### src/sv/cts_pkg.sv
// Shared types, constants and codes for the text console engine.
`timescale 1ns / 1ps

package cts_pkg;

   // Screen geometry defaults
   localparam int COLUMNS_DEF = 80;
   localparam int ROWS_DEF    = 25;

   // Field widths
   localparam int FUNC_W  = 3;
   localparam int CHAR_W  = 8;
   localparam int COLOR_W = 8;
   localparam int INDEX_W = 11;
   localparam int POS_W   = 11;
   localparam int CELL_W  = CHAR_W + COLOR_W;

   // Stream and register port widths
   localparam int REQ_DATA_W = 32;
   localparam int RSP_DATA_W = 32;
   localparam int RSP_PAD_W  = RSP_DATA_W - (POS_W + CHAR_W + COLOR_W + 1);
   localparam int CSR_ADDR_W = 3;
   localparam int CSR_DATA_W = 32;

   localparam logic [CHAR_W-1:0]  SPACE_CHAR  = 8'h20;
   localparam logic [COLOR_W-1:0] COLOR_RESET = 8'h07;

   // Command codes
   localparam logic [FUNC_W-1:0] FN_PUT       = 3'd0;
   localparam logic [FUNC_W-1:0] FN_NEWLINE   = 3'd1;
   localparam logic [FUNC_W-1:0] FN_BACKSPACE = 3'd2;
   localparam logic [FUNC_W-1:0] FN_CLEAR     = 3'd3;
   localparam logic [FUNC_W-1:0] FN_TAB       = 3'd4;
   localparam logic [FUNC_W-1:0] FN_READ      = 3'd5;

   // Register index (paddr bit 2)
   localparam logic REG_DEFAULT_COLOR = 1'b0;

   typedef enum logic [2:0] {
      ST_INIT,
      ST_IDLE,
      ST_PUT,
      ST_SWEEP,
      ST_BS_RD,
      ST_BS_WR,
      ST_READ,
      ST_RESULT
   } cts_state_type;

   // Controller to datapath
   typedef struct packed {
      logic load_cmd;
      logic put_step;
      logic sweep_step;
      logic sweep_fill;
      logic bs_read;
      logic bs_write;
      logic cell_read;
      logic load_rsp;
   } cts_cmd_type;

   // Datapath to controller
   typedef struct packed {
      logic [FUNC_W-1:0] req_func;
      logic [FUNC_W-1:0] cmd_func;
      logic              at_home;
      logic              put_wrap;
      logic              put_more;
      logic              more_pending;
      logic              sweep_last;
      logic              out_free;
   } cts_stat_type;

endpackage

### src/sv/cts_ctrl.sv
// Command sequencer for the text console engine.
`timescale 1ns / 1ps

module cts_ctrl (
   input  logic                 clock,
   input  logic                 reset,
   input  logic                 req_valid,
   output logic                 req_ready,
   input  cts_pkg::cts_stat_type stat,
   output cts_pkg::cts_cmd_type  cmd
);

   cts_pkg::cts_state_type state_ff, state_in;
   logic                   accept;

   // First working state for a newly accepted command
   function automatic cts_pkg::cts_state_type dispatch(
      input logic [cts_pkg::FUNC_W-1:0] f,
      input logic                       at_home
   );
      cts_pkg::cts_state_type s;
      s = cts_pkg::ST_RESULT;
      unique case (f) inside
         cts_pkg::FN_PUT, cts_pkg::FN_NEWLINE, cts_pkg::FN_TAB: begin
            s = cts_pkg::ST_PUT;
         end
         cts_pkg::FN_BACKSPACE: begin
            s = at_home ? cts_pkg::ST_RESULT : cts_pkg::ST_BS_RD;
         end
         cts_pkg::FN_CLEAR: begin
            s = cts_pkg::ST_SWEEP;
         end
         cts_pkg::FN_READ: begin
            s = cts_pkg::ST_READ;
         end
         default: begin
            s = cts_pkg::ST_RESULT;
         end
      endcase
      return s;
   endfunction

   assign accept = req_valid & req_ready;

   // State register
   always_ff @(posedge clock) begin
      if (reset) begin
         state_ff <= cts_pkg::ST_INIT;
      end else begin
         state_ff <= state_in;
      end
   end

   // Next state
   always_comb begin
      state_in = state_ff;
      unique case (state_ff)
         cts_pkg::ST_INIT: begin
            if (stat.sweep_last) state_in = cts_pkg::ST_IDLE;
         end
         cts_pkg::ST_IDLE: begin
            if (accept) state_in = dispatch(stat.req_func, stat.at_home);
         end
         cts_pkg::ST_PUT: begin
            if (stat.put_wrap) begin
               state_in = cts_pkg::ST_SWEEP;
            end else if (stat.put_more) begin
               state_in = cts_pkg::ST_PUT;
            end else begin
               state_in = cts_pkg::ST_RESULT;
            end
         end
         cts_pkg::ST_SWEEP: begin
            if (stat.sweep_last) begin
               if (stat.cmd_func != cts_pkg::FN_CLEAR && stat.more_pending) begin
                  state_in = cts_pkg::ST_PUT;
               end else begin
                  state_in = cts_pkg::ST_RESULT;
               end
            end
         end
         cts_pkg::ST_BS_RD: begin
            state_in = cts_pkg::ST_BS_WR;
         end
         cts_pkg::ST_BS_WR: begin
            state_in = cts_pkg::ST_RESULT;
         end
         cts_pkg::ST_READ: begin
            state_in = cts_pkg::ST_RESULT;
         end
         cts_pkg::ST_RESULT: begin
            if (stat.out_free) begin
               state_in = accept ? dispatch(stat.req_func, stat.at_home) : cts_pkg::ST_IDLE;
            end
         end
         default: begin
            state_in = cts_pkg::ST_INIT;
         end
      endcase
   end

   // Outputs
   always_comb begin
      cmd       = '0;
      req_ready = 1'b0;
      unique case (state_ff)
         cts_pkg::ST_INIT: begin
            cmd.sweep_step = 1'b1;
            cmd.sweep_fill = 1'b1;
         end
         cts_pkg::ST_IDLE: begin
            req_ready = 1'b1;
         end
         cts_pkg::ST_PUT: begin
            cmd.put_step = 1'b1;
         end
         cts_pkg::ST_SWEEP: begin
            cmd.sweep_step = 1'b1;
            cmd.sweep_fill = (stat.cmd_func == cts_pkg::FN_CLEAR);
         end
         cts_pkg::ST_BS_RD: begin
            cmd.bs_read = 1'b1;
         end
         cts_pkg::ST_BS_WR: begin
            cmd.bs_write = 1'b1;
         end
         cts_pkg::ST_READ: begin
            cmd.cell_read = 1'b1;
         end
         cts_pkg::ST_RESULT: begin
            cmd.load_rsp = stat.out_free;
            req_ready    = stat.out_free;
         end
         default: begin
            req_ready = 1'b0;
         end
      endcase
      cmd.load_cmd = req_ready & req_valid;
   end

endmodule

### config.mk
export PLATFORM = sky130hd
export DESIGN_NAME = cts_ctrl
export DESIGN_NICKNAME = d
export VERILOG_FILES = /design/src/sv/cts_pkg.sv /design/src/sv/cts_ctrl.sv
export SDC_FILE = /design/constraint.sdc
export NUM_CORES = 1
export LEC_CHECK = 0
export BUFFER_PORTS_ARGS = -buffer_cell sky130_fd_sc_hd__buf_2
export CAP_MARGIN = 15
export CORE_AREA = 5 5 42 44
export DETAILED_ROUTE_END_ITERATION = 6
export DIE_AREA = 0 0 47 49
export GPL_TIMING_DRIVEN = 0
export PLACE_DENSITY_LB_ADDON = 0.1
export SLEW_MARGIN = 20
export SYNTH_ARGS = -nofsm -noshare
export SYNTH_HDL_FRONTEND = slang
export SYNTH_SLANG_ARGS = --single-unit
### constraint.sdc
create_clock -name clock -period 1.2 [get_ports clock]
set_input_delay 0.06 -clock clock [delete_from_list [all_inputs] [get_ports clock]]
set_output_delay 0.06 -clock clock [all_outputs]
set_load 0.005 [all_outputs]
# Word level (Yosys, flattened, before mapping)
# Cells that the tools add are included.
word_totals:
  regBits: 3
  in_bits: 15
  output_inout_bits: 9
  wordCells: 44
op_classes:
  n_eq_ne: 18
  muxes: 18
  bitwise_logic: 1
  n_reduce_logical: 6
ops:
  columns: ["cell", "n"]
  rows:
  - ["$mux W3", 8]
  - ["$pmux W3 S7", 1]
  - ["$eq A3 B3 Y1 const B", 6]
  - ["$eq A3 B2 Y1 const B", 5]
  - ["$pmux W3 S4", 1]
  - ["$ne A2 B2 Y1 const B", 4]
  - ["$eq A3 B1 Y1 const B", 2]
  - ["$logic_not A3 Y1", 2]
  - ["$mux W1", 5]
  - ["$pmux W2 S2", 1]
  - ["$reduce_and A4 Y1", 1]
  - ["$ne A3 B2 Y1 const B", 1]
  - ["$reduce_or A3 Y1", 1]
  - ["$mux W2", 1]
  - ["$pmux W1 S2", 1]
  - ["$reduce_or A2 Y1", 1]
  - ["$and A1 B1 Y1", 1]
  - ["$logic_and A1 B1 Y1", 1]

# Logic depth before layout (Yosys ltp)
# Gate-level depths: netlist of the first run.
logic_depth:
  ltp_word: 6
  ltp_mapped: 5
  mapped_depth_nobuf: 4

# Worst setup path before layout of the first run
# Ideal clock, no wire load.
synth_path:
  path_type: "register -> register"
  from: "register state_ff[1]"
  to: "register state_ff[0]"
  setup_ns: 0.087
  arrival_time_ns: 1.190
  required_ns: 1.113
  path_slack_ns: -0.077
  path_stages_with_launch: 6
  n_path_buf: 1
  period_less_slack_ns: 1.277
  cell_sequence: "dfxtp_1 buf_6 nor2_2 o22a_1 or4b_1 o31ai_1"
synth_between:
  elab_chain_len: 6
  word_cells_on_any_way: 19
  cone_classes: "eq/ne (11); mux (4); bitwise (1); reduce/logical (3)"
synth_rtl:
  columns: ["item", "line_no", "rtl"]
  rows:
  - ["from (decl)", "cts_ctrl.sv:13", "cts_pkg::cts_state_type state_ff, state_in;"]
  - ["from (signal assigned)", "cts_ctrl.sv:48", "state_ff <= cts_pkg::ST_INIT;"]
  - ["from (signal assigned)", "cts_ctrl.sv:50", "state_ff <= state_in;"]
  - ["$eq A3 B3 Y1 or $eq A3 B1 Y1 (tied branches)", "cts_ctrl.sv:57, cts_ctrl.sv:106", null]
  - ["$pmux W1 S2", "cts_ctrl.sv:106", "unique case (state_ff)"]
  - ["$and A1 B1 Y1", "cts_ctrl.sv:43", "assign accept = req_valid & req_ready;"]
  - ["$mux W3", "cts_ctrl.sv:93", "state_in = accept ? dispatch(stat.req_func, stat.at_home) : cts_pkg::ST_IDLE;"]
  - ["$mux W3", "cts_ctrl.sv:92", "if (stat.out_free) begin"]
  - ["$pmux W3 S7", "cts_ctrl.sv:57", "unique case (state_ff)"]
# Parallel ways exist; a longest one is shown, timed or not. The select of a mux whose other input is x is not followed.
# A chain may end at the register's enable or synchronous reset.

# Final worst setup path of the first run
layout_path:
  from: "register state_ff[2]"
  to: "register state_ff[0]"
# Same word-level chain as after synthesis.

==> summary.md, run 1 <==
| Metric | Value |
|---|---|
| Status | `finished with violations` |
| Failing checks | `setup timing` |
| # port buffers | `23` |
| Clock sinks | `3` |
| PD cells | `~1300 nW/µm²` |
| Worst slew pin tran | `approximately 350 ps` |
| H-tree Lvls | `1` |
| Regs by FF count | `state_ff: 3 flops` |
| Arrival time at the worst endpoint | `1520 ps` |
| Skew final | `2.54 ps` |
| Initial antenna violation count | `0` |
| Row cnt | `14` |
| Worst min-delay path category | `in2reg` |
| Hold Crit Start | `reset` |
| DPL Wire Length | `905 µm` |
| Register area share after synthesis | `0.150` |
| Drt pass-1 iters | `5` |
| Antenna Nets Post-Route | `0` |
| Worst hold path endpoint | `state_ff[2]$_SDFFE_PP0P_` |
| WP data required | `1340 ps` |
| Sw Share | `0.375` |
| Place WS | `-149 ps` |
| R2R Setup Slk | `-180 ps` |
| Int Pwr | `556 µW` |
| Core Area | `1400 µm²` |
| Largest register by flop count | `state_ff` |
| Syn Area/Cell | `7.30 µm²` |
| Synth top area cells | `dfxtp_1 15%, nor2_1 6.5%, and2_1 6.2%` |
| Slew Viols, Final | `0` |
| DIE HEIGHT | `roughly 49 µm` |
| Hold buffers post-CTS | `0` |
| WL per Instance | `12.1 µm` |
| Placed cell areas | `539 µm²` |
| DR iter-0 viols | `9` |
| Clk_lat worst skew | `230 ps` |
| Setup-failing EPs final | `4` |
| Post-Syn Nets | `70` |
| Peak supply drop | `0.860 mV` |
| Vias | `501` |
| # diodes | `0` |
| Largest area contributor in the netlist | `dfxtp_1` |
| Wire length on met3 | `53 µm` |
| Static Leak | `roughly 0.00032 µW` |
| RSZ-0062 raised after global routing | `true` |
| Remaining DRCs | `0` |
| Commonest register cell after synthesis | `dfxtp_1` |
| Clock Tree Root | `clkbuf_4` |
| Routed vias/inst | `5.01` |
| EDFF count, synth | `0` |
| Met1 wire length | `512 µm` |
| Async set-reset flop share out of synthesis | `0` |
| Total CTS buffers | `3` |
| Hold Crit Depth | `2` |
| Maximum fanout along the worst path | `5` |
| Buf/Inv on CP | `0` |
| Ports | `24` |
| Clk buf depth | `2` |
| Ys Warns | `0` |
| Number of max-cap violations | `0` |
| Period Utilization, post-route | `1.15` |
| Flops & latches, synth | `3` |
| Clock transition at the registers of the reported paths | `30 ps` |
| Global-route wire length before repair | `slightly below 2000 µm` |
| Crit-path leading delay family | `simple AND/OR/NAND/NOR gates` |
| Synthesized area | `about 400 µm²` |
| Overall Global Routing Usage | `0.112` |
| Share of cells above drive strength 1 | `0.631` |
| Crit end category | `register` |
| Commonest cells post-synth | `7 x nor2_1, 4 x and2_1, 4 x nand2_1` |
| Worst setup margin | `-180 ps` |
| DRT Wirelength | `1210 µm` |
| Flop pwr share | `0.164` |
| Count leader, synth | `nor2_1` |
| Grt ovf | `0` |
| Delay of the slowest critical-path stage | `520 ps` |
| Combinational fraction of design power | `0.646` |
| Tmin final | `~1400 ps` |
| Routed met2 length | `647 µm` |
| Setup TNS | `-270 ps` |
| Top Layer Used | `met3` |
| Die ar. | `2300 µm²` |
| Slew HR | `0.769` |
| Netlist cell types | `33` |
| P_sw | `around 330 µW` |
| Largest net degree at the start of global routing | `11` |
| Cell area after layout | `between 600 and 700 µm²` |
| Final core utilization | `0.475` |
| Worst Reg-to-Reg Cells | `4` |
| Crit Path Category | `reg2reg` |
| Reg-to-Reg Start | `state_ff[2]$_SDFFE_PP0P_` |
| Final Net Count | `100` |
| Clock share of power | `0.190` |
| Peak Freq | `just over 0.7 GHz` |
| R2R Path End | `state_ff[0]$_SDFFE_PP0P_` |
| Final hold vios | `0` |
| Pwr Total | `890 µW` |
| Max reg flops | `3` |
| Synth-to-Final Area Change | `65.7%` |
| Vias in the first global route | `approximately 470` |
| Synth top area share | `0.150` |
| Crit-path cells | `and3_4 > o22a_1 > or4b_4 > o31ai_2` |
| Final Wtd Congestion | `0.787` |
| Setup crit start kind | `register` |
| Filler instances | `154` |
| TritonCTS clock tree | `done` |
| Synthesized instance count | `55` |
| Initial Util | `0.287` |
| Die X | `around 47 µm` |
| Slowest CP cell | `or4b_4` |
[cell usage in the layout, fill, tap and decap left out, types with 2 or more instances in the layout]
cell type / netlist / layout
clkbuf_4: 0 / 3
nand2_1: 4 / 3
nor2_4: 0 / 2
and2_4: 0 / 3
inv_1: 3 / 3
buf_4: 1 / 3
and3_4: 0 / 2
and2_1: 4 / 2
nor3_1: 3 / 2
buf_6: 2 / 4
nor2_1: 7 / 6
buf_2: 1 / 22
[power by group through the flow]
stage / clock [µW] / sequential (µW) / combinational, µW
CTS: 180 / 144 / 520
global route: 201 / 148 / 627
global placement: 0 / 141 / 436
detailed placement: 0 / 142 / 427
finish: 169 / 145 / 575
floorplan: 0 / 137 / 299
[repair_timing]
| item | 4_1_cts | 5_1_grt |
|---|---|---|
| pin swaps | 2 | 6 |
| setup endpoints to repair | 5 | 10 |
| gates resized for setup | 12 | 10 |
| buffers inserted | 4 | 0 |
[cells by family (layout without fill, tap and decap cells)]
group / Yosys count / count (layout) / synth area share
and+or+nand+nor: 30 / 30 / 0.436
DFF: 3 / 3 / 0.150
AOI/OAI and AO/OA: 13 / 13 / 0.246
buffers and inverters: 7 / 36 / 0.115
muxes: 2 / 2 / 0.0530
[layout make-up]
cell class	instances	area, µm²	area share
buffer	2	22.5	0.0338
clock buffer	4	26.3	0.0395
inverter	3	11.3	0.0169
multi-input combinational	45	365	0.549
sequential	3	65.1	0.0977
tap	16	20.0	0.0301
timing repair buffer	27	155	0.233
[routing by layer]
| layer | track usage | vias to the layer above |
|---|---|---|
| met1 | 0.142 | 234 |
| met5 | 0 | - |
| li1 | - | 258 |
| met2 | 0.172 | 9 |
| met4 | 0.0415 | 0 |
| met3 | 0.0369 | 0 |
[how the worst max path moves through the flow]
stage | start | endpoint | slack (ps) | cells after the start
2_1_floorplan | state_ff[2]$_SDFFE_PP0P_ | state_ff[0]$_SDFFE_PP0P_ | -60 | 4
3_3_place_gp | state_ff[1]$_SDFFE_PP0P_ | state_ff[0]$_SDFFE_PP0P_ | -160 | 5
3_5_place_dp | state_ff[1]$_SDFFE_PP0P_ | state_ff[0]$_SDFFE_PP0P_ | -150 | 5
4_1_cts | state_ff[2]$_SDFFE_PP0P_ | state_ff[0]$_SDFFE_PP0P_ | -170 | 4
5_1_grt | state_ff[2]$_SDFFE_PP0P_ | state_ff[0]$_SDFFE_PP0P_ | -200 | 4
6_report | state_ff[2]$_SDFFE_PP0P_ | state_ff[0]$_SDFFE_PP0P_ | -180 | 4
[metrics by stage]
stage / hold slack, ps / cells
after CTS: 28.8 / 102
final: 53.7 / 100
after global routing: 57.9 / 100
after global placement: 281 / 94
after detailed placement: 275 / 94
after floorplan: 128 / 55
Power figures use the tool's default switching activity.
==> run 2: changes to the inputs <==
--- a/config.mk
+++ b/config.mk
@@ -11,6 +11,7 @@
 export DETAILED_ROUTE_END_ITERATION = 6
 export DIE_AREA = 0 0 47 49
 export GPL_TIMING_DRIVEN = 0
+export HOLD_SLACK_MARGIN = 0.1
 export PLACE_DENSITY_LB_ADDON = 0.1
 export SLEW_MARGIN = 20
 export SYNTH_ARGS = -nofsm -noshare
==> summary.md, run 2 (same netlist as run 1, synthesis figures left out) <==
| Metric | Value |
|---|---|
| Status | `finished with violations` |
| Failing checks | `setup timing` |
| Worst setup margin | `-186 ps` |
| Die ar. | `2300 µm²` |
| Tmin final | `1390 ps` |
| Vias | `502` |
| PD cells | `1320 nW/µm²` |
| Static Leak | `0.000328 µW` |
| DR iter-0 viols | `9` |
| Routing usage on met2 | `0.170` |
| Maximum fanout along the worst path | `5` |
| Delay of the slowest critical-path stage | `520 ps` |
| Clock Tree Root | `clkbuf_4` |
| Global route hottest layer | `met2` |
| Total CTS buffers | `3` |
| Grt ovf | `0` |
| Pwr Total | `between 800 and 900 µW` |
| Setup TNS | `-280 ps` |
| Routed vias/inst | `4.97` |
| Place WS | `-149 ps` |
| Buf/Inv on CP | `0` |
| Crit-path leading delay family | `simple AND/OR/NAND/NOR gates` |
| Setup crit start kind | `register` |
| Peak Freq | `0.721 GHz` |
| Drt pass-1 iters | `4` |
| Arrival time at the worst endpoint | `1520 ps` |
| Slew HR | `0.768` |
| Final hold vios | `0` |
| # port buffers | `23` |
| Vias in the first global route | `474` |
| Most frequent cells in the layout | `22 x buf_2, 6 x nor2_1, 4 x buf_6` |
| Most common cell after layout, fill and taps aside | `buf_2` |
| Met3 Track Usage GR | `0.0369` |
| Remaining DRCs | `0` |
| Antenna Nets Post-Route | `0` |
| Skew final | `3.01 ps` |
| Die X | `47 µm` |
| Overall Global Routing Usage | `0.112` |
| Regs by FF count | `state_ff: 3 flops` |
| Number of max-cap violations | `0` |
| Clock transition at the registers of the reported paths | `40 ps` |
| Core Area | `1400 µm²` |
| Synth-to-Final Area Change | `68.2%` |
| Global-route wire length before repair | `1980 µm` |
| Ports | `24` |
| TritonCTS clock tree | `done` |
| Period Utilization, post-route | `1.16` |
| Crit-path cells | `and3_4 > o22a_1 > or4b_4 > o31ai_2` |
| Worst slew pin tran | `~350 ps` |
| DIE HEIGHT | `49 µm` |
| Clk_lat worst skew | `230 ps` |
| WL per Instance | `12.0 µm` |
| Crit end category | `register` |
| Clk buf depth | `2` |
| Final Wtd Congestion | `0.787` |
| Peak supply drop | `0.923 mV` |
| Final core utilization | `0.482` |
| Slowest CP cell | `or4b_4` |
| Clock sinks | `3` |
| Slew Viols, Final | `0` |
| Met1 Track Usage GR | `0.144` |
| Worst min-delay path category | `in2reg` |
| Setup-failing EPs final | `4` |
| # diodes | `0` |
| Max reg flops | `3` |
| Initial antenna violation count | `0` |
| Final Net Count | `101` |
| H-tree Lvls | `1` |
| WP data required | `1330 ps` |
| Share of cells above drive strength 1 | `0.624` |
| Crit Path Category | `reg2reg` |
| Row cnt | `14` |
| Largest register by flop count | `state_ff` |
| Initial Util | `0.287` |
| DRT Wirelength | `1210 µm` |
| DPL Wire Length | `905 µm` |
| Filler instances | `151` |
| RSZ-0062 raised after global routing | `true` |
| Largest net degree at the start of global routing | `11` |
[run 2: cell count changes in the layout (fill, tap and decap cells not counted), sizes merged]
cell and delta:
dlygate4sd3 +1
[run 2: per-layer routing]
layer / share of wire / vias to the layer above
li1: - / 261
met1: 0.42 / 230
met2: 0.52 / 11
met3: 0.055 / 0
met4: 0 / 0
met5: 0 / -
[run 2: repair_timing]
item / CTS / global route
resized for setup: 12 / 10
endpoints found under the setup margin: 5 / 10
pin swaps: 2 / 6
hold endpoints to repair: 3 / 3
setup buffers: 4 / 0
[run 2: worst paths after layout]
path,end,slack (ps),from,cells past startpoint
worst max-delay path,state_ff[0]$_SDFFE_PP0P_,-190,state_ff[2]$_SDFFE_PP0P_,4
worst min-delay path,state_ff[0]$_SDFFE_PP0P_,150,reset,3
worst max register to register,state_ff[0]$_SDFFE_PP0P_,-190,state_ff[2]$_SDFFE_PP0P_,4
worst min register to register,state_ff[1]$_SDFFE_PP0P_,740,state_ff[0]$_SDFFE_PP0P_,4
[run 2: area by class of cell]
cell class / instances / area, µm² / area share
Multi-Input combinational cell: 45 / 365 / 0.541
Tap cell: 16 / 20.0 / 0.0296
Buffer: 2 / 22.5 / 0.0333
Timing Repair Buffer: 28 / 165 / 0.244
Sequential cell: 3 / 65.1 / 0.0963
Clock buffer: 4 / 26.3 / 0.0389
Inverter: 3 / 11.3 / 0.0167
[run 2: where the power goes]
part	switching, µW	internal [µW]	total [µW]
clock network	46.0	124	170
registers	21.4	124	145
logic	266	310	576
total	333	558	891
[run 2: worst min-delay path, stage by stage]
cell	delay, ps
buf_2	80
or4b_4	120
o31ai_2	60
[run 2: per-stage QoR]
step | cells | cell area [µm²] | hold slack [ps]
2_1_floorplan | 55 | 404 | 128
3_3_place_gp | 94 | 539 | 281
3_5_place_dp | 94 | 539 | 275
4_1_cts | 102 | 639 | 28.8
5_1_grt | 101 | 676 | 132
6_report | 101 | 676 | 150
