File: config.mk
export PLATFORM = sky130hd
export DESIGN_NAME = cts_datapath
export DESIGN_NICKNAME = d
export VERILOG_FILES = /design/src/sv/cts_pkg.sv /design/src/sv/cts_datapath.sv
export SDC_FILE = /design/constraint.sdc
export NUM_CORES = 1
export LEC_CHECK = 0
export BUFFER_PORTS_ARGS = -buffer_cell sky130_fd_sc_hd__buf_2
export CORE_UTILIZATION = 30
export CTS_BUF_LIST = sky130_fd_sc_hd__clkbuf_2 sky130_fd_sc_hd__clkbuf_4 sky130_fd_sc_hd__clkbuf_8
export DETAILED_ROUTE_END_ITERATION = 8
export GPL_TIMING_DRIVEN = 1
export MAX_ROUTING_LAYER = met4
export SETUP_SLACK_MARGIN = 0.15
export SKIP_CTS_REPAIR_TIMING = 1
export SLEW_MARGIN = 40
export SYNTH_ARGS = -nofsm -noshare
export SYNTH_HDL_FRONTEND = slang
export SYNTH_SLANG_ARGS = --single-unit
File: constraint.sdc
create_clock -name clock -period 2.27 [get_ports clock]
set_input_delay 0.227 -clock clock [delete_from_list [all_inputs] [get_ports clock]]
set_output_delay 0.227 -clock clock [all_outputs]
set_load 0.03 [all_outputs]
File: src/sv/cts_pkg.sv
// Shared types, constants and codes for the text console engine.
`timescale 1ns / 1ps

package cts_pkg;

   // Screen geometry defaults
   localparam int COLUMNS_DEF = 80;
   localparam int ROWS_DEF    = 25;

   // Field widths
   localparam int FUNC_W  = 3;
   localparam int CHAR_W  = 8;
   localparam int COLOR_W = 8;
   localparam int INDEX_W = 11;
   localparam int POS_W   = 11;
   localparam int CELL_W  = CHAR_W + COLOR_W;

   // Stream and register port widths
   localparam int REQ_DATA_W = 32;
   localparam int RSP_DATA_W = 32;
   localparam int RSP_PAD_W  = RSP_DATA_W - (POS_W + CHAR_W + COLOR_W + 1);
   localparam int CSR_ADDR_W = 3;
   localparam int CSR_DATA_W = 32;

   localparam logic [CHAR_W-1:0]  SPACE_CHAR  = 8'h20;
   localparam logic [COLOR_W-1:0] COLOR_RESET = 8'h07;

   // Command codes
   localparam logic [FUNC_W-1:0] FN_PUT       = 3'd0;
   localparam logic [FUNC_W-1:0] FN_NEWLINE   = 3'd1;
   localparam logic [FUNC_W-1:0] FN_BACKSPACE = 3'd2;
   localparam logic [FUNC_W-1:0] FN_CLEAR     = 3'd3;
   localparam logic [FUNC_W-1:0] FN_TAB       = 3'd4;
   localparam logic [FUNC_W-1:0] FN_READ      = 3'd5;

   // Register index (paddr bit 2)
   localparam logic REG_DEFAULT_COLOR = 1'b0;

   typedef enum logic [2:0] {
      ST_INIT,
      ST_IDLE,
      ST_PUT,
      ST_SWEEP,
      ST_BS_RD,
      ST_BS_WR,
      ST_READ,
      ST_RESULT
   } cts_state_type;

   // Controller to datapath
   typedef struct packed {
      logic load_cmd;
      logic put_step;
      logic sweep_step;
      logic sweep_fill;
      logic bs_read;
      logic bs_write;
      logic cell_read;
      logic load_rsp;
   } cts_cmd_type;

   // Datapath to controller
   typedef struct packed {
      logic [FUNC_W-1:0] req_func;
      logic [FUNC_W-1:0] cmd_func;
      logic              at_home;
      logic              put_wrap;
      logic              put_more;
      logic              more_pending;
      logic              sweep_last;
      logic              out_free;
   } cts_stat_type;

endpackage

File: src/sv/cts_datapath.sv
// Cursor, sweep counter, write pipeline and result register of the console engine.
`timescale 1ns / 1ps

module cts_datapath #(
   parameter int COLUMNS = cts_pkg::COLUMNS_DEF,
   parameter int ROWS    = cts_pkg::ROWS_DEF
) (
   input  logic                                clock,
   input  logic                                reset,
   input  cts_pkg::cts_cmd_type                cmd,
   output cts_pkg::cts_stat_type               stat,
   input  logic [cts_pkg::REQ_DATA_W-1:0]      req_tdata,
   input  logic [cts_pkg::FUNC_W-1:0]          req_tuser,
   input  logic [cts_pkg::COLOR_W-1:0]         default_color,
   input  logic                                rsp_tready,
   output logic                                rsp_tvalid,
   output logic [cts_pkg::RSP_DATA_W-1:0]      rsp_tdata,
   output logic                                ram_wr_en,
   output logic [$clog2(COLUMNS*ROWS)-1:0]     ram_wr_addr,
   output logic [cts_pkg::CELL_W-1:0]          ram_wr_data,
   output logic                                ram_rd_en,
   output logic [$clog2(COLUMNS*ROWS)-1:0]     ram_rd_addr,
   input  logic [cts_pkg::CELL_W-1:0]          ram_rd_data
);

   localparam int CELLS = COLUMNS * ROWS;
   localparam int AW    = $clog2(CELLS);
   localparam int CW    = $clog2(COLUMNS);
   localparam logic [AW-1:0] LAST_CELL = AW'(CELLS - 1);
   localparam logic [AW-1:0] LAST_ROW  = AW'(CELLS - COLUMNS);
   localparam logic [AW-1:0] ROW_STEP  = AW'(COLUMNS);
   localparam logic [CW-1:0] LAST_COL  = CW'(COLUMNS - 1);

   // Request fields
   logic [cts_pkg::FUNC_W-1:0]  req_func;
   logic [cts_pkg::CHAR_W-1:0]  req_char;
   logic [cts_pkg::COLOR_W-1:0] req_color;
   logic [cts_pkg::INDEX_W-1:0] req_index;

   // Latched command
   logic [cts_pkg::FUNC_W-1:0]  func_ff;
   logic [cts_pkg::CHAR_W-1:0]  char_ff;
   logic [cts_pkg::COLOR_W-1:0] color_ff;
   logic [cts_pkg::INDEX_W-1:0] index_ff;

   // Cursor state
   logic [AW-1:0] cursor_ff, cursor_in;
   logic [CW-1:0] col_ff, col_in;
   logic [1:0]    tab_ff, tab_in;
   logic          scrolled_ff, scrolled_in;
   logic          more_ff, more_in;
   logic [AW-1:0] sweep_ff, sweep_in;

   // Write pipeline
   logic                       wp_valid_ff, wp_valid_in;
   logic                       wp_copy_ff, wp_copy_in;
   logic [AW-1:0]              wp_addr_ff, wp_addr_in;
   logic [cts_pkg::CELL_W-1:0] wp_data_ff, wp_data_in;

   // Result register
   logic                        rsp_valid_ff, rsp_valid_in;
   logic [cts_pkg::POS_W-1:0]   rsp_pos_ff;
   logic [cts_pkg::CHAR_W-1:0]  rsp_char_ff;
   logic [cts_pkg::COLOR_W-1:0] rsp_color_ff;
   logic                        rsp_scrolled_ff;

   logic                        is_put;
   logic [cts_pkg::CHAR_W-1:0]  put_char;
   logic [cts_pkg::COLOR_W-1:0] put_color;
   logic                        put_wrap;
   logic                        put_more;
   logic                        sweep_copy;
   logic                        read_hit;
   logic [cts_pkg::CELL_W-1:0]  blank_cell;

   assign req_func  = req_tuser;
   assign req_char  = req_tdata[7:0];
   assign req_color = req_tdata[15:8];
   assign req_index = req_tdata[26:16];

   // Cell written by one put step
   assign is_put     = (func_ff == cts_pkg::FN_PUT);
   assign put_char   = is_put ? char_ff : cts_pkg::SPACE_CHAR;
   assign put_color  = is_put ? color_ff : default_color;
   assign put_wrap   = (cursor_ff == LAST_CELL);
   assign blank_cell = {default_color, cts_pkg::SPACE_CHAR};

   // Another put follows this one within the same command
   always_comb begin
      case (func_ff)
         cts_pkg::FN_NEWLINE: put_more = (col_ff != LAST_COL);
         cts_pkg::FN_TAB:     put_more = (tab_ff != 2'd2);
         default:             put_more = 1'b0;
      endcase
   end

   // Scroll copies rows up until the last row, which is filled
   assign sweep_copy = ~cmd.sweep_fill & (sweep_ff < LAST_ROW);
   assign read_hit   = (func_ff == cts_pkg::FN_READ) & (32'(index_ff) < 32'(CELLS));

   // Command latch
   always_ff @(posedge clock) begin
      if (cmd.load_cmd) begin
         func_ff  <= req_func;
         char_ff  <= req_char;
         color_ff <= req_color;
         index_ff <= req_index;
      end
   end

   // Cursor, column, tab count, scroll flag
   always_comb begin
      cursor_in   = cursor_ff;
      col_in      = col_ff;
      tab_in      = tab_ff;
      scrolled_in = scrolled_ff;
      more_in     = more_ff;
      if (cmd.load_cmd) begin
         tab_in      = 2'd0;
         scrolled_in = 1'b0;
         if (req_func == cts_pkg::FN_CLEAR) begin
            cursor_in = '0;
            col_in    = '0;
         end
      end else if (cmd.put_step) begin
         cursor_in   = put_wrap ? LAST_ROW : cursor_ff + AW'(1);
         col_in      = (col_ff == LAST_COL) ? '0 : col_ff + CW'(1);
         tab_in      = tab_ff + 2'd1;
         scrolled_in = scrolled_ff | put_wrap;
         more_in     = put_more;
      end else if (cmd.bs_read) begin
         cursor_in = cursor_ff - AW'(1);
         col_in    = (col_ff == '0) ? LAST_COL : col_ff - CW'(1);
      end
   end

   // Sweep address counter, back to zero when not sweeping
   always_comb begin
      sweep_in = '0;
      if (cmd.sweep_step && sweep_ff != LAST_CELL) begin
         sweep_in = sweep_ff + AW'(1);
      end
   end

   always_ff @(posedge clock) begin
      if (reset) begin
         cursor_ff   <= '0;
         col_ff      <= '0;
         tab_ff      <= 2'd0;
         scrolled_ff <= 1'b0;
         more_ff     <= 1'b0;
         sweep_ff    <= '0;
      end else begin
         cursor_ff   <= cursor_in;
         col_ff      <= col_in;
         tab_ff      <= tab_in;
         scrolled_ff <= scrolled_in;
         more_ff     <= more_in;
         sweep_ff    <= sweep_in;
      end
   end

   // RAM read port
   always_comb begin
      ram_rd_en   = (cmd.sweep_step & sweep_copy) | cmd.bs_read | cmd.cell_read;
      ram_rd_addr = sweep_ff + ROW_STEP;
      if (cmd.bs_read) begin
         ram_rd_addr = cursor_ff - AW'(1);
      end else if (cmd.cell_read) begin
         ram_rd_addr = AW'(index_ff);
      end
   end

   // Write pipeline: every RAM write is registered and lands in the cycle after it is issued
   always_comb begin
      wp_valid_in = cmd.put_step | cmd.sweep_step | cmd.bs_write;
      wp_copy_in  = cmd.sweep_step & sweep_copy;
      wp_addr_in  = cmd.sweep_step ? sweep_ff : cursor_ff;
      wp_data_in  = blank_cell;
      if (cmd.put_step) begin
         wp_data_in = {put_color, put_char};
      end else if (cmd.bs_write) begin
         wp_data_in = {ram_rd_data[cts_pkg::CELL_W-1:cts_pkg::CHAR_W], cts_pkg::SPACE_CHAR};
      end
   end

   always_ff @(posedge clock) begin
      if (reset) begin
         wp_valid_ff <= 1'b0;
      end else begin
         wp_valid_ff <= wp_valid_in;
      end
   end

   always_ff @(posedge clock) begin
      wp_copy_ff <= wp_copy_in;
      wp_addr_ff <= wp_addr_in;
      wp_data_ff <= wp_data_in;
   end

   assign ram_wr_en   = wp_valid_ff;
   assign ram_wr_addr = wp_addr_ff;
   assign ram_wr_data = wp_copy_ff ? ram_rd_data : wp_data_ff;

   // Result register
   always_comb begin
      rsp_valid_in = rsp_valid_ff;
      if (cmd.load_rsp) begin
         rsp_valid_in = 1'b1;
      end else if (rsp_tready) begin
         rsp_valid_in = 1'b0;
      end
   end

   always_ff @(posedge clock) begin
      if (reset) begin
         rsp_valid_ff <= 1'b0;
      end else begin
         rsp_valid_ff <= rsp_valid_in;
      end
   end

   always_ff @(posedge clock) begin
      if (cmd.load_rsp) begin
         rsp_pos_ff      <= cts_pkg::POS_W'(cursor_ff);
         rsp_char_ff     <= read_hit ? ram_rd_data[cts_pkg::CHAR_W-1:0] : '0;
         rsp_color_ff    <= read_hit ? ram_rd_data[cts_pkg::CELL_W-1:cts_pkg::CHAR_W] : '0;
         rsp_scrolled_ff <= scrolled_ff;
      end
   end

   assign rsp_tvalid = rsp_valid_ff;
   assign rsp_tdata  = {{cts_pkg::RSP_PAD_W{1'b0}}, rsp_scrolled_ff, rsp_color_ff,
                        rsp_char_ff, rsp_pos_ff};

   // Status to the sequencer
   always_comb begin
      stat.req_func     = req_func;
      stat.cmd_func     = func_ff;
      stat.at_home      = (cursor_ff == '0);
      stat.put_wrap     = put_wrap;
      stat.put_more     = put_more;
      stat.more_pending = more_ff;
      stat.sweep_last   = (sweep_ff == LAST_CELL);
      stat.out_free     = ~rsp_valid_ff | rsp_tready;
   end

   // Checks
   a_cursor_range: assert property (@(posedge clock) disable iff (reset)
      cursor_ff <= LAST_CELL)
      else $error("cursor beyond last cell");

   a_col_home: assert property (@(posedge clock) disable iff (reset)
      cursor_ff == '0 |-> col_ff == '0)
      else $error("column out of step with cursor");

   a_copy_source: assert property (@(posedge clock) disable iff (reset)
      wp_valid_ff && wp_copy_ff |-> $past(ram_rd_en))
      else $error("row copy without a read the cycle before");

   a_rsp_slot: assert property (@(posedge clock) disable iff (reset)
      cmd.load_rsp |-> (!rsp_valid_ff || rsp_tready))
      else $error("result overwritten before it was taken");

endmodule

=== After elaboration in Yosys (flattened, before gate mapping) ===
Cells that the tools add are included.

* Equality and inequality tests: 11
* Magnitude comparators: 2
* Reductions and logical operators: 10
* Add/sub/neg operators: 7
* Bitwise operators: 13
* Multiplexer cells: 22

{| class="wikitable"
|+ Operators by type and width
! operator !! number
|-
| 11-bit two-way mux || 8
|-
| 16-bit two-way mux || 3
|-
| 7-bit two-way mux || 6
|-
| 11-bit by 1-bit adder with 11-bit output, second input constant || 2
|-
| 11-bit == test, second input constant || 2
|-
| 11-bit less-than comparator, second input constant || 2
|-
| 8-bit two-way mux || 2
|-
| 11-bit by 7-bit adder with 11-bit output, second input constant || 1
|-
| 11-bit zero test || 1
|-
| 11-bit inequality test, second input constant || 1
|-
| 11-bit by 1-bit subtractor with 11-bit output, second input constant || 1
|-
| 7-bit by 1-bit adder with 7-bit output, second input constant || 1
|-
| 7-bit == test, second input constant || 1
|-
| 7-bit zero test || 1
|-
| 7-bit inequality test, second input constant || 1
|-
| 7-bit by 1-bit subtractor with 7-bit output, second input constant || 1
|-
| 3-bit == test, second input constant || 2
|-
| 1-bit bitwise OR || 6
|-
| 1-bit inverter || 4
|-
| 2-bit AND reduction || 2
|-
| 2-bit OR reduction || 2
|-
| 1-bit AND || 3
|-
| 3-bit by 1-bit == test with 1-bit output, second input constant || 1
|-
| 3-bit by 2-bit == test with 1-bit output, second input constant || 1
|-
| other kinds (9) || 10
|}

* Flip-flop bits (word level): 121
* Logic and storage cells: 84
* Input port bits: 70
* Output and inout port bits: 85

=== Logic depth before layout (Yosys ltp) ===
Gate-level depths: netlist of run 1.

* Depth in word-level cells: 5
* Depth in mapped cells: 8

=== Least setup slack after synthesis of run 1 ===
No wires, ideal clock.

* Kind: flip-flop to output port
* Start: register cursor_ff[0]
* End: output port ram_rd_addr[10]
* Data arrival time: 2.273 ns
* Slack: -0.230 ns
* Buffers on the path: 1
* Stages on the path, launching flop included: 9
* Data required time: 2.043 ns
* Cells stage by stage: dfxtp_1 buf_2 inv_1 ha_1 nor3b_1 nand4b_1 nor2_1 nor3b_1 a21oi_1

* Word-level cells in the longest chain between the ends: 2

{| class="wikitable"
|+ Ends and longest elaborated chain
! element !! line !! source
|-
| start: declaration || cts_datapath.sv:47 || <nowiki>logic [AW-1:0] cursor_ff, cursor_in;</nowiki>
|-
| start signal: assignment || cts_datapath.sv:154 || <nowiki>cursor_ff <= cursor_in;</nowiki>
|-
| 11-bit by 1-bit subtractor with 11-bit output || cts_datapath.sv:168 || <nowiki>ram_rd_addr = cursor_ff - AW'(1);</nowiki>
|-
| 11-bit two-way mux || cts_datapath.sv:167 || <nowiki>if (cmd.bs_read) begin</nowiki>
|-
| end: declaration || cts_datapath.sv:22 || <nowiki>output logic [$clog2(COLUMNS*ROWS)-1:0] ram_rd_addr,</nowiki>
|}

No other way between the ends.

=== Worst setup path after layout of run 1 ===
* Start: register cursor_ff[3]
* End: output port ram_rd_addr[7]

The elaborated chain is that of the path after synthesis.

==> run_results.csv, run 1 <==
group,metric,value,unit
global_route,grt_antenna_before_repair,1,
setup_path,path_class,"flip-flop to output pin",
place,io_buffers,145,
floorplanning,io_pins,155,
status,outcome,"complete, but fails checks",
setup_path,cp-end-kind,"output pin",
clock_network,clk_pin_slew,0.08,ns
yosys,syn_avg_cell_area,10.5,sq um
flow_run,maxCapViolations,0,
layout,layout-drive-gt1-share,38.3,%
yosys,synth_seq_cells,121,
clock_network,numCtsBuffers,17,
timing,fin_crit,2.28,ns
layout,layout_common_cells,"buf_2 (135), edfxtp_1 (58), dfxtp_1 (51)",
floorplanning,core,0.0187,sq mm
timing,report.final.slew_viol_count,0,
clock_network,worstSkewPairLatency,0.45,ns
yosys,synth.cell_area,0.00573,sq mm
drt,drt-pass1-iter-count,4,
timing,worst_pin_slew,0.733,ns
layout,fin_nets,807,
floorplanning,die_x,140,um
clock_network,cts_sinks,121,
yosys,synth.yosys.warnings,0,
yosys,synth-async-reset-ratio,0,%
yosys,synth_edf_count,58,
power_and_ir_drop,powerDensity,702,mW/mm^2
drt,via_count,4692,
floorplanning,die-area,0.0197,sq mm
global_route,grtUsageMet1,20.6,%
clock_network,cts_tree,"yes",
clock_network,cts_root_buffer,"clkbuf_8",
floorplanning,start_util,30.7,%
drt,routedWlPerCell,15.9,um
yosys,ys_types,65,
layout,layout_commonest_cell,"buf_2",
global_route,use_met2,24.9,%
status,violations,"negative setup slack",
setup_path,cp.arrival,2.05,ns
timing,fin_worst_skew,0.0103,ns
timing,fin_tns_setup,-0.0164,ns
drt,drt_iter0_drc,256,
global_route,grt_max_degree,30,
timing,final.period_utilization,100,%
layout,utilization,40.7,%
hold_path,min_path_type,"input pin to flip-flop",
layout,area_growth,32.9,%
floorplanning,die_h,140,um
place,routabilityCongestion,0.837,
timing,slew_headroom,51.1,%
setup_path,max_stage_delay,0.39,ns
global_route,grt_busiest_layer,"met2",
yosys,synth_cells,548,
clock_network,htreeDepth,4,
power_and_ir_drop,irDropWorstVdd,429,uV
yosys,ys_seq_area_share,52.4,%
setup_path,start_kind,"flip-flop",
yosys,synthFlopType,"dfxtp_1",
floorplanning,num_rows,50,
setup_path,crit_chain,"buf_6 -> nor4_4 -> nand2_1 -> xor2_1 -> a21oi_1 -> clkbuf_4",
timing,setup_viol,2,
global_route,grtUsageMet3,3.69,%
timing,hold_violations,0,
clock_network,cts.path.max_buffers,2,
global_route,grt_pass1_vias,4260,
place,dp_hpwl,10900,um
drt,via_per_inst,4.80,
timing,max_freq,439,MHz
global_route,grtUsageTotal,16.1,%
layout,fill_cells,1811,
drt,drc,0,
timing,rsz0062_at_grt,"true",
global_route,grt_remaining_overflow,0,
global_route,grt_pass1_wl,23300,um
setup_path,cp_slowest_cell,"nor4_4",
power_and_ir_drop,leakage,3.20,nW
timing,setup_slack,-0.00962,ns
drt,antenna_left,0,
timing,whs,0.0358,ns
drt,wl,15500,um
setup_path,path_max_fanout,6,
setup_path,required,2.04,ns
## critical path: cells and delay by family, from the launching register on
| kind | cells | cell delay [ns] |
|---|---|---|
| simple gates | 2 | 0.50 |
| flops | 1 | 0.37 |
| buf+inv | 2 | 0.35 |
| xor+xnor | 1 | 0.19 |
| compound gates | 1 | 0.19 |
## cell type report
type                            count  area, sq um  share of cell area, %
Antenna cell                        1         2.50                 0.0328
Clock buffer                       18          241                   3.17
Clock inverter                     14          100                   1.31
Inverter                           13         51.3                  0.673
Multi-Input combinational cell    367         2570                   33.7
Sequential cell                   121         3030                   39.8
Tap cell                          234          293                   3.84
Timing Repair Buffer              209         1330                   17.4
## cell usage after synthesis, types with 8 or more instances
cell type  instances  share of area, %
dfxtp_1           63                22
edfxtp_1          58                30
nand2_1           41               2.7
nor2_1            35               2.3
a21oi_1           26               2.3
mux2_2            25               4.9
o21ai_0           23               2.0
and2_1            20               2.2
clkbuf_1          20               1.3
a211oi_1          16               2.1
nor2b_1           15               1.6
buf_4             13               1.7
inv_1             13              0.85
nand3_1           13               1.1
nor3_1            13               1.1
a31oi_1           12               1.3
and3_1            12               1.3
buf_2             12               1.0
xnor2_1           12               1.8
xor2_1            12               1.8
ha_1               8               1.7
## through the flow
| stage | cell area, sq um | worst slack, ns | power, mW | instances |
|---|---|---|---|---|
| after floorplan | 5760 | 0.157 | 3.20 | 551 |
| after global placement | 6700 | 0.277 | 3.53 | 905 |
| after detailed placement | 6700 | 0.248 | 3.54 | 905 |
| after CTS | 7040 | -0.262 | 5.25 | 937 |
| after global routing | 7620 | -0.100 | 5.58 | 977 |
| final | 7620 | -0.00962 | 5.34 | 977 |
## power by group
| part | internal, mW | switching [mW] |
|---|---|---|
| clock network | 0.765 | 0.941 |
| logic | 0.450 | 0.687 |
| registers | 2.42 | 0.0785 |
## registers in the layout, summed over array words and instances (netlist names), 8 cells and up
register,cells
rsp_pos_ff,11
index_ff,11
rsp_color_ff,8
char_ff,8
rsp_char_ff,8
color_ff,8
wp_data_ff,16
sweep_ff,11
ram_wr_addr,11
cursor_ff,11
## cells by family (layout without fill, tap and decap cells)
family | count (synthesis) | after routing | share of synthesized area [%]
mux | 31 | 31 | 5.96
other cells | 1 | 5 | 0.0654
simple gates | 193 | 193 | 18.4
flops | 121 | 121 | 52.4
xor+xnor | 24 | 24 | 3.67
buf+inv | 63 | 254 | 5.50
fa+ha+maj | 8 | 8 | 1.75
compound gates | 107 | 107 | 12.3
## metal layers
| layer | vias to the layer above | share of wire [%] |
|---|---|---|
| met3 | 18 | 4.8 |
| met1 | 2217 | 47 |
| met4 | 0 | 1.4 |
| li1 | 2324 | - |
| met2 | 133 | 47 |
| met5 | - | 0 |
## worst paths after layout
| kind | start | end | slack, ns | cells past startpoint |
|---|---|---|---|---|
| hold / removal | default_color[5] | wp_data_ff[13] | 0.04 | 3 |
| hold reg to reg | char_ff[5] | wp_data_ff[5] | 0.45 | 1 |
| setup / recovery | cursor_ff[3] | ram_rd_addr[7] | -0.01 | 6 |
| setup reg to reg | col_ff[0] | col_ff[5] | 0.32 | 7 |
(Power assumes the default switching activity.)
==> run 2: changes to the inputs <==
Settings changed: CORE_ASPECT_RATIO set to 0.6.
==> run 2 against run 1 <==
The flow now finishes without violations. Setup slack gained 0.017 ns. Clock power grew 23%. Fmax grew 0.73%. Critical endpoint is now ram_rd_addr[8].
==> run_results.csv, run 2 (synthesis results as in run 1) <==
group,metric,value,unit
layout,fill_cells,1770,
global_route,grt_antenna_before_repair,0,
drt,drt-pass1-iter-count,5,
layout,layout_common_cells,"buf_2 (134), edfxtp_1 (58), dfxtp_1 (51)",
clock_network,htreeDepth,4,
place,post-place-ws,0.286,ns
clock_network,cts.path.max_buffers,2,
clock_network,cts_tree,"yes",
setup_path,crit_buf_inv,3,
clock_network,worstSkewPairLatency,0.44,ns
drt,antenna_left,0,
global_route,grtUsageTotal,16.8,%
timing,fin_crit,2.26,ns
place,routabilityCongestion,0.812,
floorplanning,die_h,109,um
global_route,grt_pass1_wl,23900,um
timing,max_freq,442,MHz
clock_network,cts_root_buffer,"clkbuf_8",
drt,routedWlPerCell,17.0,um
drt,drc,0,
setup_path,cp_slowest_cell,"dfxtp_2",
setup_path,ff2ff_path_depth,7,
global_route,grt_pass1_vias,4044,
global_route,grt_remaining_overflow,0,
setup_path,cp.arrival,2.04,ns
clock_network,cts_sinks,121,
drt,via_per_inst,4.90,
layout,largest_reg_flops,16,
timing,rsz0062_at_grt,"true",
place,dp_hpwl,12000,um
hold_path,min_path_type,"input pin to flip-flop",
setup_path,crit_cells,9,
setup_path,path_class,"flip-flop to output pin",
timing,fin_worst_skew,0.0136,ns
setup_path,cp-end-kind,"output pin",
drt,drt_iter0_drc,310,
layout,antenna-diode-count,0,
layout,area_growth,36.9,%
floorplanning,core,0.0184,sq mm
setup_path,required,2.04,ns
layout,fin_nets,816,
timing,worst_pin_slew,0.707,ns
layout,layout-drive-gt1-share,39.8,%
layout,final_area,0.00785,sq mm
timing,report.final.slew_viol_count,0,
drt,wl,16800,um
status,outcome,"finished, final reports clean",
timing,hold_violations,0,
layout,layout_commonest_cell,"buf_2",
setup_path,path_max_fanout,3,
global_route,grt_max_degree,61,
setup_path,max_stage_delay,0.34,ns
power_and_ir_drop,finalPower,5.82,mW
floorplanning,start_util,31.2,%
place,placed_area,0.00671,sq mm
power_and_ir_drop,irDropWorstVdd,317,uV
place,io_buffers,145,
clock_network,clk_pin_slew,0.08,ns
floorplanning,die_x,180,um
floorplanning,num_rows,38,
drt,via_count,4858,
setup_path,start_kind,"flip-flop",
power_and_ir_drop,leakage,3.31,nW
setup_path,crit_family,"buffers and inverters",
setup_path,crit_chain,"inv_2 -> ha_4 -> nor3b_4 -> buf_6 -> nand3b_1 -> xnor2_2 -> nand2_1 -> o21ai_0 -> buf_4",
timing,slew_headroom,52.9,%
floorplanning,die-area,0.0197,sq mm
power_and_ir_drop,powerDensity,741,mW/mm^2
timing,setup_slack,0.00698,ns
timing,setup_viol,0,
layout,top_register,"wp_data_ff",
timing,fin_tns_setup,0,ns
clock_network,numCtsBuffers,17,
floorplanning,io_pins,155,
flow_run,maxCapViolations,0,
hold_path,holdPathStages,3,
timing,final.period_utilization,99.7,%
-- run 2: final timing paths --
check,start,endpoint,slack [ns]
worst max-delay path,cursor_ff[1],ram_rd_addr[8],0.007
worst min-delay path,default_color[2],wp_data_ff[10],0.05
worst max register to register,col_ff[0],col_ff[5],0.28
worst min register to register,scrolled_ff,rsp_scrolled_ff,0.46
-- run 2: cell type report --
type	instances	area (sq um)	share of cell area [%]
multi-input cells	367	2620	33.3
inverters	13	48.8	0.621
well taps	240	300	3.82
clock inverters	12	163	2.07
repair buffers	218	1420	18.1
clock buffers	20	269	3.43
flip-flops and latches	121	3030	38.6
-- run 2: worst reg2reg max path, stage by stage (launching register included) --
cell     delay (ns)
dfxtp_4        0.38
inv_1          0.11
ha_1           0.17
or3b_1         0.47
nor3_2         0.24
nor4b_1        0.10
and3_1         0.17
a221o_1        0.25
-- run 2: metal layers --
metal / GRT usage, % / wire, um
met4: 3.85 / 107
met1: 25.6 / 8620
met2: 21.4 / 7160
met3: 4.18 / 931
met5: - / 0
-- run 2: power breakdown --
group          leakage (nW)  internal, mW  total [mW]  switching (mW)
Combinational          1.98         0.492        1.20           0.706
Sequential             1.11          2.42        2.51          0.0898
Clock                 0.222          1.17        2.11           0.934
Total                  3.31          4.09        5.82            1.73
-- run 2: per-stage QoR --
stage,util (%),cells,hold WS [ns]
after floorplan,-,551,0.310
final,42.7,991,0.0520
after CTS,38.8,942,-0.0785
after global placement,36.5,910,0.404
after global routing,42.7,991,0.0210
after detailed placement,36.5,910,0.405
==> run 3: changes to the inputs <==
Settings changed: ABC_AREA set to 1, PLACE_DENSITY_LB_ADDON set to 0.12, SETUP_SLACK_MARGIN 0.15 to 0.4.
==> run 3 against run 2 <==
Synthesized cell count increased by 27%. Synthesized area is 2.3% higher. Register-to-register slack gained 0.25 ns. Combinational power hardly changed. Clock skew increased by 0.0018 ns. Flip-flop and latch count is the same. Setup slack improved by 0.21 ns. Clock power up 3%. Sequential share of layout area fell by 0.81 points. First-iteration DRC count increased by 25%. Hold slack got worse by 0.0082 ns. Utilization shrank 0.051 points. Largest cell class unchanged.
==> run_results.csv, run 3 <==
group,metric,value,unit
status,outcome,"finished, final reports clean",
place,place_inst,1083,
timing,fin_worst_skew,0.0154,ns
layout,fin_cells,1177,
power_and_ir_drop,pwr-share-seq,42.6,%
layout,seqCellArea,0.00308,sq mm
drt,wl,18400,um
yosys,yosys-top-cells-count,"nand2_1 (134), nor2_1 (90), inv_1 (77)",
floorplanning,die_x,183,um
setup_path,cp.arrival,1.82,ns
timing,report.final.slew_viol_count,0,
power_and_ir_drop,combPwrFrac,20.5,%
layout,layout-drive-gt1-share,35.5,%
yosys,synth-async-reset-ratio,0,%
setup_path,cp_slowest_cell,"dfxtp_4",
timing,rsz0062_at_grt,"true",
setup_path,crit_family,"flip-flops",
clock_network,cts.path.max_buffers,2,
setup_path,ff2ff_path_depth,11,
place,routabilityCongestion,0.907,
drt,drt-pass1-iter-count,5,
setup_path,required,2.04,ns
floorplanning,start_util,30.7,%
drt,via_per_inst,4.57,
setup_path,cp-end-kind,"output pin",
floorplanning,num_rows,39,
layout,fin_nets,976,
drt,routedWlPerCell,15.6,um
layout,top_register,"wp_data_ff",
setup_path,start_kind,"flip-flop",
timing,slew_headroom,54.1,%
timing,hold_violations,0,
yosys,synth_area_leaders,"edfxtp_1 (30%), dfxtp_1 (22%), nand2_1 (8.6%), nor2_1 (5.8%), inv_1 (4.9%)",
clock_network,cts_tree,"yes",
global_route,grtUsageTotal,18.0,%
yosys,synth.yosys.warnings,0,
timing,max_freq,488,MHz
global_route,grt_antenna_before_repair,0,
global_route,grt_busiest_layer,"met1",
yosys,synth_top_area_share,29.7,%
timing,fin_tns_setup,0,ns
setup_path,path_class,"flip-flop to output pin",
setup_path,path_max_fanout,4,
yosys,synthFlopType,"dfxtp_1",
timing,setup_viol,0,
yosys,ys_types,45,
floorplanning,die-area,0.0201,sq mm
drt,antenna_left,0,
drt,via_count,5375,
global_route,grtUsageMet1,28.4,%
layout,multi_input_area,0.00253,sq mm
yosys,ys_seq_area_share,51.2,%
hold_path,min_path_type,"input pin to flip-flop",
setup_path,max_stage_delay,0.37,ns
global_route,use_met2,20.4,%
power_and_ir_drop,finalPower,5.87,mW
layout,antenna-diode-count,0,
power_and_ir_drop,irDropWorstVdd,281,uV
clock_network,cts_sinks,121,
yosys,synth_seq_cells,121,
flow_run,maxCapViolations,0,
clock_network,cts_root_buffer,"clkbuf_8",
clock_network,numCtsBuffers,17,
power_and_ir_drop,swShare,32.3,%
yosys,yosysMostFrequentCell,"nand2_1",
floorplanning,die_h,110,um
global_route,grtUsageMet3,5.06,%
global_route,grt_pass1_wl,25700,um
clock_network,htreeDepth,4,
layout,layout_commonest_cell,"buf_2",
power_and_ir_drop,leakage,3.61,nW
power_and_ir_drop,power_switching,1.90,mW
power_and_ir_drop,p_clk_share,36.9,%
yosys,yosys.area.top_type,"edfxtp_1",
timing,whs,0.0438,ns
setup_path,crit_buf_inv,1,
setup_path,crit_cells,8,
clock_network,clk_pin_slew,0.09,ns
timing,final.period_utilization,90.3,%
layout,largest_reg_flops,16,
setup_path,crit_chain,"ha_4 -> nor2_4 -> nor2_4 -> nand2_1 -> xor2_1 -> nand2_1 -> a21oi_2 -> buf_6",
timing,fin_crit,2.05,ns
timing,worst_pin_slew,0.689,ns
yosys,synth_cells,694,
yosys,syn_avg_cell_area,8.45,sq um
yosys,synth_edf_count,58,
global_route,grt_pass1_vias,4483,
floorplanning,core,0.0191,sq mm
global_route,grt_max_degree,33,
hold_path,holdPathStages,4,
clock_network,worstSkewPairLatency,0.46,ns
place,io_buffers,145,
power_and_ir_drop,intPower,3.97,mW
drt,drt_iter0_drc,388,
layout,fill_cells,1942,
layout,area_growth,38.7,%
floorplanning,io_pins,155,
drt,drc,0,
layout,layout_common_cells,"buf_2 (131), nand2_1 (125), nor2_1 (82)",
global_route,grt_remaining_overflow,0,
power_and_ir_drop,powerDensity,722,mW/mm^2
yosys,synth.cell_area,0.00586,sq mm
place,dp_hpwl,13500,um
## run 3: cell count changes after synthesis, moves of 10 or more
| cell | previous run | this run |
|---|---|---|
| and3_1 | 12 | 0 |
| mux2_2 | 25 | 0 |
| clkbuf_1 | 20 | 10 |
| nand2_1 | 41 | 134 |
| nor2b_1 | 15 | 0 |
| and2_1 | 20 | 0 |
| inv_1 | 13 | 77 |
| a211oi_1 | 16 | 2 |
| nor2_1 | 35 | 90 |
| nand3_1 | 13 | 34 |
| a21oi_1 | 26 | 46 |
| o21ai_0 | 23 | 50 |
## run 3: path summary, 6_finish.rpt
kind / slack (ns) / start / end
setup / recovery: 0.22 / sweep_ff[5] / ram_rd_addr[10]
setup reg to reg: 0.53 / col_ff[0] / col_ff[4]
hold / removal: 0.04 / rsp_tready / rsp_tvalid
hold reg to reg: 0.44 / char_ff[5] / wp_data_ff[5]
## run 3: cell type report
class | count | area share, %
flip-flops and latches | 121 | 37.8
multi-input cells | 454 | 31.2
repair buffers | 222 | 17.8
well taps | 266 | 4.09
inverters | 82 | 3.82
clock buffers | 17 | 2.88
clock inverters | 15 | 2.48
## run 3: stage by stage
step | setup WS, ns | utilization [%] | instance area [sq um]
finish | 0.221 | 42.6 | 8130
global route | 0.133 | 42.6 | 8130
CTS | -0.169 | 37.8 | 7220
detailed placement | 0.353 | 35.6 | 6780
global placement | 0.390 | 35.6 | 6780
floorplan | 0.416 | - | 5880
## run 3: worst reg2reg max path: cells and delay by family (launching register included)
kind / cells / cell delay [ns]
fa+ha+maj: 1 / 0.28
compound gates: 1 / 0.05
simple gates: 5 / 0.45
buf+inv: 4 / 0.50
flops: 1 / 0.35
## run 3: kinds of logic after synthesis
| family | after synthesis | synth area share [%] |
|---|---|---|
| fa+ha+maj | 8 | 1.71 |
| buf+inv | 122 | 9.84 |
| flops | 121 | 51.2 |
| xor+xnor | 15 | 2.24 |
| simple gates | 302 | 23.0 |
| compound gates | 125 | 11.9 |
| other cells | 1 | 0.0639 |
## run 3: per-layer routing
metal,share of wire (%),up-vias
met3,6.7,14
met2,39,182
met1,54,2501
li1,-,2678
met4,1.0,0
met5,0,-
## run 3: power by group through the flow
| stage | combinational (mW) | sequential, mW | clock (mW) |
|---|---|---|---|
| 2_1_floorplan | 0.618 | 2.61 | 0 |
| 3_5_place_dp | 1.01 | 2.56 | 0 |
| 3_3_place_gp | 1.01 | 2.55 | 0 |
| 5_1_grt | 1.30 | 2.52 | 2.33 |
| 4_1_cts | 1.01 | 2.51 | 2.23 |
| 6_report | 1.20 | 2.50 | 2.17 |
